File: src/rtl/d2al_pkg.sv
// ----------------------------------------------------------------------------
// d2al_pkg
// Shared widths, reset values, register indexes and types of the builder.
// ----------------------------------------------------------------------------
`timescale 1ns / 1ps
`default_nettype none

package d2al_pkg;

   // default sizes of the graph
   localparam int NODES_DEF          = 64;
   localparam int MAX_NEIGHBOURS_DEF = 16;

   // field widths
   localparam int WEIGHT_W     = 17;
   localparam int NODE_COUNT_W = 7;
   localparam int NODE_W       = 6;
   localparam int SLOT_W       = 4;

   // register port
   localparam int CSR_INDEX_W = 1;
   localparam int CSR_DATA_W  = 17;

   localparam logic [CSR_INDEX_W-1:0] CSR_THRESHOLD  = 1'd0;
   localparam logic [CSR_INDEX_W-1:0] CSR_NODE_COUNT = 1'd1;

   localparam logic [WEIGHT_W-1:0]     THRESHOLD_RESET  = 17'd1;
   localparam logic [NODE_COUNT_W-1:0] NODE_COUNT_RESET = 7'd64;

   // control of the neighbour count store
   typedef struct packed {
      logic wr_en;
      logic clear;
      logic rd_en;
   } cnt_ctl_type;

endpackage

`default_nettype wire

File: src/rtl/dense_to_adjacency_list.sv
// ----------------------------------------------------------------------------
// dense_to_adjacency_list
// Turns a row-major stream of adjacency weights into neighbour list appends.
// ----------------------------------------------------------------------------
// Usage:
//  - req_ channel carries one matrix weight per item, row-major; the flag
//    req_first_of_matrix restarts at element (0,0) and clears all counts.
//  - rsp_ channel carries one list append (node, slot, neighbour) per item,
//    or a single overflow item when a list has no room; rsp_last marks the
//    final result of an input.
//  - csr_ port writes threshold (index 0) and node_count (index 1); the user
//    must do so only while the block is idle, the block does not enforce it.
// Flow:
//  - an accepted input is registered in the stage register; its first result
//    is then registered in the output register.
//  - an input with no connection gives no result, an overflow one result and
//    a connection two, passed one at a time through the single output
//    register and the single write port of the count store.
// Reset clears position, counts, registers and any pending result.
// When rsp_ready is low the result holds in the output register and the
// stage register stops taking inputs once it holds an item with results.
// ----------------------------------------------------------------------------
`timescale 1ns / 1ps
`default_nettype none

module dense_to_adjacency_list #(
   parameter int NODES          = d2al_pkg::NODES_DEF,
   parameter int MAX_NEIGHBOURS = d2al_pkg::MAX_NEIGHBOURS_DEF
) (
   input  logic                             clock,
   input  logic                             reset,
   // input items
   input  logic                             req_valid,
   output logic                             req_ready,
   input  logic [d2al_pkg::WEIGHT_W-1:0]    req_weight,
   input  logic                             req_first_of_matrix,
   // result items
   output logic                             rsp_valid,
   input  logic                             rsp_ready,
   output logic [d2al_pkg::NODE_W-1:0]      rsp_node,
   output logic [d2al_pkg::SLOT_W-1:0]      rsp_slot,
   output logic [d2al_pkg::NODE_W-1:0]      rsp_neighbour,
   output logic                             rsp_overflow,
   output logic                             rsp_last,
   // register writes
   input  logic                             csr_write_enable,
   input  logic [d2al_pkg::CSR_INDEX_W-1:0] csr_index,
   input  logic [d2al_pkg::CSR_DATA_W-1:0]  csr_write_data
);
   import d2al_pkg::*;

   localparam int PW = $clog2(NODES);
   localparam int CW = $clog2(MAX_NEIGHBOURS + 1);

   // configuration registers
   logic [WEIGHT_W-1:0]     threshold_ff, threshold_in;
   logic [NODE_COUNT_W-1:0] node_count_ff, node_count_in;

   // stage register
   logic                s1_valid_ff, s1_valid_in;
   logic                s1_phase_ff, s1_phase_in;
   logic                s1_first_ff, s1_first_in;
   logic [PW-1:0]       s1_row_ff, s1_row_in;
   logic [PW-1:0]       s1_col_ff, s1_col_in;
   logic [WEIGHT_W-1:0] s1_weight_ff, s1_weight_in;

   // output register
   logic              rsp_valid_ff, rsp_valid_in;
   logic [NODE_W-1:0] rsp_node_ff, rsp_node_in;
   logic [SLOT_W-1:0] rsp_slot_ff, rsp_slot_in;
   logic [NODE_W-1:0] rsp_neighbour_ff, rsp_neighbour_in;
   logic              rsp_overflow_ff, rsp_overflow_in;
   logic              rsp_last_ff, rsp_last_in;

   logic          accept;
   logic [PW-1:0] cur_row, cur_col;
   logic [CW-1:0] rd_col_cnt, rd_row_cnt;
   logic [CW-1:0] cr, cc;
   logic [CW:0]   cr_plus2, max_c;
   logic          diag, hit, fits, two_res, emit, out_free, load_out, s1_done;
   cnt_ctl_type   cnt_ctl;
   logic [PW-1:0] wr_addr;
   logic [CW-1:0] wr_data;

   // register writes
   always_comb begin
      threshold_in  = threshold_ff;
      node_count_in = node_count_ff;
      if (csr_write_enable) begin
         case (csr_index)
            CSR_THRESHOLD: begin
               threshold_in = csr_write_data[WEIGHT_W-1:0];
            end
            CSR_NODE_COUNT: begin
               node_count_in = csr_write_data[NODE_COUNT_W-1:0];
            end
            default: begin
               threshold_in = threshold_ff;
            end
         endcase
      end
   end

   always_ff @(posedge clock) begin
      if (reset) begin
         threshold_ff  <= THRESHOLD_RESET;
         node_count_ff <= NODE_COUNT_RESET;
      end else begin
         threshold_ff  <= threshold_in;
         node_count_ff <= node_count_in;
      end
   end

   // position of the next item
   d2al_position #(
      .NODES (NODES)
   ) u_position (
      .clock           (clock),
      .reset           (reset),
      .step            (accept),
      .first_of_matrix (req_first_of_matrix),
      .node_count      (node_count_ff),
      .cur_row         (cur_row),
      .cur_col         (cur_col)
   );

   // neighbour counts, read when an item is accepted
   d2al_counts #(
      .NODES          (NODES),
      .MAX_NEIGHBOURS (MAX_NEIGHBOURS)
   ) u_counts (
      .clock     (clock),
      .reset     (reset),
      .ctl       (cnt_ctl),
      .wr_addr   (wr_addr),
      .wr_data   (wr_data),
      .rd_addr_a (cur_col),
      .rd_addr_b (cur_row),
      .rd_data_a (rd_col_cnt),
      .rd_data_b (rd_row_cnt)
   );

   // connection test and room check
   always_comb begin
      cr       = s1_first_ff ? '0 : rd_row_cnt;
      cc       = s1_first_ff ? '0 : rd_col_cnt;
      cr_plus2 = {1'b0, cr} + (CW+1)'(2);
      max_c    = (CW+1)'(MAX_NEIGHBOURS);
      diag     = (s1_col_ff == s1_row_ff);
      hit      = (s1_weight_ff >= threshold_ff) && (s1_col_ff <= s1_row_ff);
      if (diag) begin
         fits = (cr_plus2 <= max_c);
      end else begin
         fits = ({1'b0, cr} < max_c) && ({1'b0, cc} < max_c);
      end
      two_res  = hit && fits;
      emit     = s1_valid_ff && hit;
      out_free = !rsp_valid_ff || rsp_ready;
      load_out = emit && out_free;
      s1_done  = s1_valid_ff && (!hit || (out_free && (!two_res || s1_phase_ff)));
   end

   assign req_ready = !s1_valid_ff || s1_done;
   assign accept    = req_valid && req_ready;

   // result selection and count update
   always_comb begin
      rsp_node_in      = rsp_node_ff;
      rsp_slot_in      = rsp_slot_ff;
      rsp_neighbour_in = rsp_neighbour_ff;
      rsp_overflow_in  = rsp_overflow_ff;
      rsp_last_in      = rsp_last_ff;
      rsp_valid_in     = rsp_valid_ff && !rsp_ready;
      if (load_out) begin
         rsp_valid_in = 1'b1;
         if (!two_res) begin
            rsp_node_in      = '0;
            rsp_slot_in      = '0;
            rsp_neighbour_in = '0;
            rsp_overflow_in  = 1'b1;
            rsp_last_in      = 1'b1;
         end else if (!s1_phase_ff) begin
            rsp_node_in      = diag ? NODE_W'(s1_row_ff) : NODE_W'(s1_col_ff);
            rsp_slot_in      = diag ? SLOT_W'(cr) : SLOT_W'(cc);
            rsp_neighbour_in = NODE_W'(s1_row_ff);
            rsp_overflow_in  = 1'b0;
            rsp_last_in      = 1'b0;
         end else begin
            rsp_node_in      = NODE_W'(s1_row_ff);
            rsp_slot_in      = diag ? SLOT_W'(cr + CW'(1)) : SLOT_W'(cr);
            rsp_neighbour_in = diag ? NODE_W'(s1_row_ff) : NODE_W'(s1_col_ff);
            rsp_overflow_in  = 1'b0;
            rsp_last_in      = 1'b1;
         end
      end

      // column list grows with the first result, row list with the second;
      // a self loop adds both slots at once
      cnt_ctl.rd_en = accept;
      cnt_ctl.clear = s1_valid_ff && s1_first_ff && !s1_phase_ff;
      cnt_ctl.wr_en = load_out && two_res && !(s1_phase_ff && diag);
      wr_addr       = (!s1_phase_ff && !diag) ? s1_col_ff : s1_row_ff;
      if (!s1_phase_ff) begin
         wr_data = diag ? CW'(cr_plus2) : cc + CW'(1);
      end else begin
         wr_data = cr + CW'(1);
      end
   end

   // stage register
   always_comb begin
      s1_valid_in  = s1_valid_ff && !s1_done;
      s1_first_in  = s1_first_ff;
      s1_row_in    = s1_row_ff;
      s1_col_in    = s1_col_ff;
      s1_weight_in = s1_weight_ff;
      if (s1_done) begin
         s1_phase_in = 1'b0;
      end else if (load_out && two_res) begin
         s1_phase_in = 1'b1;
      end else begin
         s1_phase_in = s1_phase_ff;
      end
      if (accept) begin
         s1_valid_in  = 1'b1;
         s1_first_in  = req_first_of_matrix;
         s1_row_in    = cur_row;
         s1_col_in    = cur_col;
         s1_weight_in = req_weight;
      end
   end

   always_ff @(posedge clock) begin
      if (reset) begin
         s1_valid_ff  <= 1'b0;
         s1_phase_ff  <= 1'b0;
         rsp_valid_ff <= 1'b0;
      end else begin
         s1_valid_ff  <= s1_valid_in;
         s1_phase_ff  <= s1_phase_in;
         rsp_valid_ff <= rsp_valid_in;
      end
   end

   always_ff @(posedge clock) begin
      s1_first_ff      <= s1_first_in;
      s1_row_ff        <= s1_row_in;
      s1_col_ff        <= s1_col_in;
      s1_weight_ff     <= s1_weight_in;
      rsp_node_ff      <= rsp_node_in;
      rsp_slot_ff      <= rsp_slot_in;
      rsp_neighbour_ff <= rsp_neighbour_in;
      rsp_overflow_ff  <= rsp_overflow_in;
      rsp_last_ff      <= rsp_last_in;
   end

   assign rsp_valid     = rsp_valid_ff;
   assign rsp_node      = rsp_node_ff;
   assign rsp_slot      = rsp_slot_ff;
   assign rsp_neighbour = rsp_neighbour_ff;
   assign rsp_overflow  = rsp_overflow_ff;
   assign rsp_last      = rsp_last_ff;

endmodule

`default_nettype wire

File: src/rtl/d2al_counts.sv
// ----------------------------------------------------------------------------
// d2al_counts
// Neighbour count store: one write port, two registered read ports, with a
// valid bit per node so that a matrix start clears all counts at once.
// ----------------------------------------------------------------------------
`timescale 1ns / 1ps
`default_nettype none

module d2al_counts #(
   parameter int NODES          = d2al_pkg::NODES_DEF,
   parameter int MAX_NEIGHBOURS = d2al_pkg::MAX_NEIGHBOURS_DEF
) (
   input  logic                                     clock,
   input  logic                                     reset,
   input  d2al_pkg::cnt_ctl_type                    ctl,
   input  logic [$clog2(NODES)-1:0]                 wr_addr,
   input  logic [$clog2(MAX_NEIGHBOURS+1)-1:0]      wr_data,
   input  logic [$clog2(NODES)-1:0]                 rd_addr_a,
   input  logic [$clog2(NODES)-1:0]                 rd_addr_b,
   output logic [$clog2(MAX_NEIGHBOURS+1)-1:0]      rd_data_a,
   output logic [$clog2(MAX_NEIGHBOURS+1)-1:0]      rd_data_b
);
   import d2al_pkg::*;

   localparam int AW = $clog2(NODES);
   localparam int CW = $clog2(MAX_NEIGHBOURS + 1);

   logic [CW-1:0]    count_mem [NODES];
   logic [NODES-1:0] valid_ff, valid_in;
   logic [CW-1:0]    a_data_ff, b_data_ff;
   logic             a_live_ff, a_live_in;
   logic             b_live_ff, b_live_in;
   logic             hit_a, hit_b;

   // valid bits: cleared together on a matrix start, set on each write
   always_comb begin
      valid_in = ctl.clear ? '0 : valid_ff;
      if (ctl.wr_en) begin
         valid_in[wr_addr] = 1'b1;
      end
   end

   // read-during-write returns the new value
   assign hit_a = ctl.wr_en && (wr_addr == rd_addr_a);
   assign hit_b = ctl.wr_en && (wr_addr == rd_addr_b);

   always_comb begin
      a_live_in = a_live_ff;
      b_live_in = b_live_ff;
      if (ctl.rd_en) begin
         a_live_in = hit_a || (!ctl.clear && valid_ff[rd_addr_a]);
         b_live_in = hit_b || (!ctl.clear && valid_ff[rd_addr_b]);
      end
   end

   always_ff @(posedge clock) begin
      if (reset) begin
         valid_ff  <= '0;
         a_live_ff <= 1'b0;
         b_live_ff <= 1'b0;
      end else begin
         valid_ff  <= valid_in;
         a_live_ff <= a_live_in;
         b_live_ff <= b_live_in;
      end
   end

   // count array and registered reads
   always_ff @(posedge clock) begin
      if (ctl.wr_en) begin
         count_mem[wr_addr] <= wr_data;
      end
      if (ctl.rd_en) begin
         a_data_ff <= hit_a ? wr_data : count_mem[rd_addr_a];
         b_data_ff <= hit_b ? wr_data : count_mem[rd_addr_b];
      end
   end

   // an entry never written since the last clear reads as zero
   assign rd_data_a = a_live_ff ? a_data_ff : '0;
   assign rd_data_b = b_live_ff ? b_data_ff : '0;

endmodule

`default_nettype wire

File: src/rtl/d2al_position.sv
// ----------------------------------------------------------------------------
// d2al_position
// Row and column tracker of the incoming matrix stream, row-major order.
// ----------------------------------------------------------------------------
`timescale 1ns / 1ps
`default_nettype none

module d2al_position #(
   parameter int NODES = d2al_pkg::NODES_DEF
) (
   input  logic                              clock,
   input  logic                              reset,
   input  logic                              step,
   input  logic                              first_of_matrix,
   input  logic [d2al_pkg::NODE_COUNT_W-1:0] node_count,
   output logic [$clog2(NODES)-1:0]          cur_row,
   output logic [$clog2(NODES)-1:0]          cur_col
);
   import d2al_pkg::*;

   localparam int PW    = $clog2(NODES);
   localparam int CMP_W = (NODE_COUNT_W > PW + 1) ? NODE_COUNT_W : PW + 1;

   logic [PW-1:0]    row_ff, row_in;
   logic [PW-1:0]    col_ff, col_in;
   logic [CMP_W-1:0] nc_wide, used_n;

   // position of the item at the port; a matrix start is element (0,0)
   assign cur_row = first_of_matrix ? '0 : row_ff;
   assign cur_col = first_of_matrix ? '0 : col_ff;

   // nodes in use, clamped to 1..NODES
   always_comb begin
      nc_wide = CMP_W'(node_count);
      if (nc_wide == '0) begin
         used_n = CMP_W'(1);
      end else if (nc_wide > CMP_W'(NODES)) begin
         used_n = CMP_W'(NODES);
      end else begin
         used_n = nc_wide;
      end
   end

   // advance after each item, wrapping column then row
   always_comb begin
      row_in = row_ff;
      col_in = col_ff;
      if (step) begin
         if (CMP_W'(cur_col) + CMP_W'(1) >= used_n) begin
            col_in = '0;
            if (CMP_W'(cur_row) + CMP_W'(1) >= used_n) begin
               row_in = '0;
            end else begin
               row_in = cur_row + PW'(1);
            end
         end else begin
            col_in = cur_col + PW'(1);
            row_in = cur_row;
         end
      end
   end

   always_ff @(posedge clock) begin
      if (reset) begin
         row_ff <= '0;
         col_ff <= '0;
      end else begin
         row_ff <= row_in;
         col_ff <= col_in;
      end
   end

endmodule

`default_nettype wire

File: config.mk
export PLATFORM = sky130hd
export DESIGN_NAME = dense_to_adjacency_list
export DESIGN_NICKNAME = d
export VERILOG_FILES = /design/src/rtl/d2al_pkg.sv /design/src/rtl/dense_to_adjacency_list.sv /design/src/rtl/d2al_counts.sv /design/src/rtl/d2al_position.sv
export SDC_FILE = /design/constraint.sdc
export NUM_CORES = 1
export LEC_CHECK = 0
export BUFFER_PORTS_ARGS = -buffer_cell sky130_fd_sc_hd__buf_2
export CAP_MARGIN = 40
export CORE_MARGIN = 2
export CORE_UTILIZATION = 43
export CTS_CLUSTER_SIZE = 14
export DETAILED_ROUTE_END_ITERATION = 10
export PLACE_DENSITY_LB_ADDON = 0.05
export SETUP_SLACK_MARGIN = 0.02
export SYNTH_ARGS = -nofsm -noshare
export SYNTH_HDL_FRONTEND = slang
export SYNTH_SLANG_ARGS = --single-unit
File: constraint.sdc
create_clock -name clock -period 5.5 [get_ports clock]
set_input_delay 0 -clock clock [delete_from_list [all_inputs] [get_ports clock]]
set_output_delay 0 -clock clock [all_outputs]
set_load 0.1 [all_outputs]
==> impl_metrics.env <==
export IMPL_max_clock_freq_ghz=0.233
export IMPL_start_kind="register"
export IMPL_synthAdderAreaFrac_pct=2.22
export IMPL_cts_clk_slew_worst_paths_ns=0.06
export IMPL_clock_root_buffer="clkbuf_16"
export IMPL_synth_nets=2049
export IMPL_leakagePower_nw=9.35
export IMPL_synth_area_mux_share_pct=12.9
export IMPL_crit_fanout=9
export IMPL_ant_nets=0
export IMPL_min_to="u_position.col_ff[3]$_SDFFE_PP0P_"
export IMPL_slew_headroom_pct=37.7
export IMPL_fin_area_um2=27700
export IMPL_r2r_cells=10
export IMPL_crit_chain="nor2b_1 -> and2_1 -> ha_1 -> or3b_1 -> mux2i_1 -> o211ai_1 -> a211oi_2 -> and2_1 -> nand2_1 -> nor2_1"
export IMPL_ys_types=81
export IMPL_tns_ns=0
export IMPL_irDropWorstVdd_uv=255
export IMPL_syn_to_final_growth_pct=14.1
export IMPL_drv_slew=0
export IMPL_drt_iter0_drc=2307
export IMPL_power_mw=8.56
export IMPL_via_per_inst=6.25
export IMPL_max_clock_path_buffers=3
export IMPL_num_rows=87
export IMPL_routedWlPerCell_um=28.3
export IMPL_cts_tree="done"
export IMPL_synthArstFlopShare_pct=0
export IMPL_clkSinkCount=483
export IMPL_finalHoldViolCount=0
export IMPL_coreArea_um2=56100
export IMPL_netlist_area_um2=24300
export IMPL_instances_no_fill=2853
export IMPL_maxCapViolations=0
export IMPL_cpMostUsedCell="and2_1"
export IMPL_critical_path_slowest_cell="edfxtp_1"
export IMPL_antenna_found_initial=2
export IMPL_status="completed"
export IMPL_holdPathStages=3
export IMPL_dp_cells=2713
export IMPL_grt_first_pass_wirelength_um=120000
export IMPL_crit_arrival_ns=4.54
export IMPL_hold_start="reset"
export IMPL_timing_hold_ws_ns=0.0673
export IMPL_detailroute_via_count=17831
export IMPL_synth_main_ff_cell="edfxtp_1"
export IMPL_crit_cells=10
export IMPL_synth_simple_area_share_pct=10.2
export IMPL_slowest_delay_ns=0.53
export IMPL_ys_seq_area_share_pct=55.4
export IMPL_syn_inst=1965
export IMPL_worst_hold_path_type="input pin to register"
export IMPL_grt_setup_unrepaired="no"
export IMPL_clock_latency_ns=0.60
export IMPL_setup_viol=0
export IMPL_synth_compound_area_share_pct=14.4
export IMPL_critPathTopFamily="simple AND/OR/NAND/NOR gates"
export IMPL_synth_top_family_by_area="compound AO/OA/AOI/OAI gates"
export IMPL_grtUsageTotal_pct=27.5
export IMPL_fill_cells=4910
export IMPL_fin_nets=2142
export IMPL_placed_cell_area_um2=25500
export IMPL_ys_warnings_count=0
export IMPL_routabilityCongestion=0.928
export IMPL_drt_wl_total_um=80800
export IMPL_crit_required_ns=5.75
export IMPL_synth_edf_count=378
export IMPL_dp_hpwl_um=55200
export IMPL_ys_seq_elements=483
export IMPL_fin_crit_sh_pct=78.1
export IMPL_tightest_slew_ns=0.933
export IMPL_dr_pass1_iters=6
export IMPL_power_density_nw_per_um2=309
export IMPL_die_area_um2=58300
export IMPL_post_route_drc_count=0
export IMPL_fin_skew_ns=0.0165
export IMPL_initial_utilization_pct=43.3
export IMPL_ios=61
export IMPL_n_antenna_cell=0
export IMPL_die_y_um=242
export IMPL_gr_total_overflow=0
export IMPL_synth_xor_area_share_pct=1.01
export IMPL_cp_num_buf_inv=0
export IMPL_first_global_vias=17515
export IMPL_rr_endpoint="u_counts.count_mem[49][3]$_DFFE_PP_"
export IMPL_htree_levels=2
export IMPL_grt_max_degree=80
export IMPL_syn_avg_cell_area_um2=12.3
export IMPL_portBuffers=60
export IMPL_numCtsBuffers=52
export IMPL_die_width_um=242
export IMPL_r2r_slack_ns=1.21
export IMPL_cp_end_kind="register"
export IMPL_period_minus_slack_ns=4.29
export IMPL_reg2reg_from="s1_first_ff$_DFFE_PP_"
export IMPL_drive_gt1_share_pct=17.4
export IMPL_path_class="register to register"
export IMPL_ctsResizeCount=0
[synthesized netlist by cell type, drive strengths merged, types with 12 or more instances]
cell      n  area (um2)
a211o    14         123
mux2i    93         943
dfxtp   105        2100
edfxtp  378       11400
mux2     33         372
o21ai    43         215
a211oi   42         320
xnor2    20         175
nand2b   20         130
a22oi    13         103
a21oi   117         586
ha       43         538
a22o     66         578
a31oi    14         103
nand3    47         248
o22ai    73         457
mux4     81        1820
nor3     18         190
o221ai   42         368
nand2   203         777
nor2b    35         219
nor2    110         418
nand3b   16         120
buf      78         438
clkbuf   56         211
inv      67         254
nor4     12        75.1
o211ai   20         150
[per-layer routing]
metal | vias up | share of wire [%] | global-route usage (%)
met1 | 8957 | 42 | 38.6
met2 | 892 | 47 | 44.1
met5 | - | 0 | 0
met3 | 147 | 7.9 | 4.07
li1 | 7835 | - | -
met4 | 0 | 3.1 | 8.84
[where the power goes]
group          leakage (nW)  switching, mW  internal [mW]
Sequential             4.31         0.0537           4.03
Combinational          4.21          0.669          0.289
Clock                 0.829           1.48           2.04
[metrics by stage]
step / utilization, % / worst slack, ns
after floorplan: - / 1.51
after global placement: 45.3 / 1.32
after detailed placement: 45.6 / 1.23
after CTS: 49.4 / 1.19
after global routing: 49.4 / 0.924
final: 49.4 / 1.21
[logic make-up (layout without fill, tap and decap cells)]
| family | after synthesis | in the layout |
|---|---|---|
| AOI/OAI and AO/OA | 501 | 501 |
| and+or+nand+nor | 499 | 499 |
| DFF | 483 | 483 |
| muxes | 207 | 207 |
| buffers and inverters | 204 | 336 |
| adders and majority gates | 43 | 43 |
| xor gates and xnor gates | 28 | 28 |
[sequential cells by signal (all words and copies together), names as in the netlist, 6 cells and up]
| signal | cells |
|---|---|
| s1_weight_ff | 17 |
| rsp_neighbour | 6 |
| u_position.col_ff | 6 |
| threshold_ff | 17 |
| u_position.row_ff | 6 |
| s1_col_ff | 6 |
| s1_row_ff | 6 |
| node_count_ff | 7 |
| rsp_node | 6 |
| u_counts.count_mem | 320 |
| u_counts.valid_ff | 64 |
[how the worst max path moves through the flow]
stage                     slack (ns)              startpoint                                   to
after floorplan                 1.51  s1_row_ff[3]$_DFFE_PP_   u_counts.count_mem[0][1]$_DFFE_PP_
after global placement          1.32   s1_first_ff$_DFFE_PP_   u_counts.count_mem[9][2]$_DFFE_PP_
after detailed placement        1.23   s1_first_ff$_DFFE_PP_  u_counts.count_mem[33][2]$_DFFE_PP_
after CTS                       1.19   s1_first_ff$_DFFE_PP_  u_counts.count_mem[33][2]$_DFFE_PP_
after global routing            0.92   s1_first_ff$_DFFE_PP_  u_counts.count_mem[33][1]$_DFFE_PP_
final                           1.21   s1_first_ff$_DFFE_PP_  u_counts.count_mem[49][3]$_DFFE_PP_
[worst register-to-register path, cell delays in order, from the launching register on]
cell and delay [ns]:
edfxtp_1 0.53, nor2b_1 0.34, and2_1 0.28, ha_1 0.28, or3b_1 0.35, mux2i_1 0.22, o211ai_1 0.13, a211oi_2 0.36
and2_1 0.40, nand2_1 0.53, nor2_1 0.53
[layout make-up]
class	instances	area [um2]	area share, %
clock buffers	64	1400	5.05
clock inverters	29	283	1.02
repair buffers	173	1360	4.92
well taps	756	946	3.42
flip-flops and latches	483	13500	48.6
inverters	70	270	0.976
multi-input cells	1278	9970	36.0
[layout by cell type, fill, tap and decap left out, types with 12 or more instances in the layout]
cell,Yosys,final
mux2_2,28,28
a211oi_1,41,41
nand2_1,199,199
nand2b_1,18,17
dfxtp_1,105,101
o22ai_1,73,73
nor4_1,12,12
mux2i_1,92,91
nand3b_1,16,16
o221ai_1,42,42
nor2_1,108,108
clkinv_2,0,19
xnor2_1,20,20
mux4_2,81,81
o21ai_0,42,42
ha_1,43,43
buf_4,8,60
clkbuf_16,0,54
dlygate4sd3_1,0,46
a21oi_1,117,115
a22o_1,66,66
edfxtp_1,378,378
a22oi_1,12,12
a211o_1,14,14
buf_2,50,60
nor2b_1,35,34
o211ai_1,20,20
inv_1,59,57
nand3_1,46,46
[repair_timing]
action | CTS | global route
hold buffers | 46 | 0
buffers inserted | 0 | 0
endpoints found under the hold margin | 62 | 0
No activity file was read; power rests on OpenSTA's default activity.
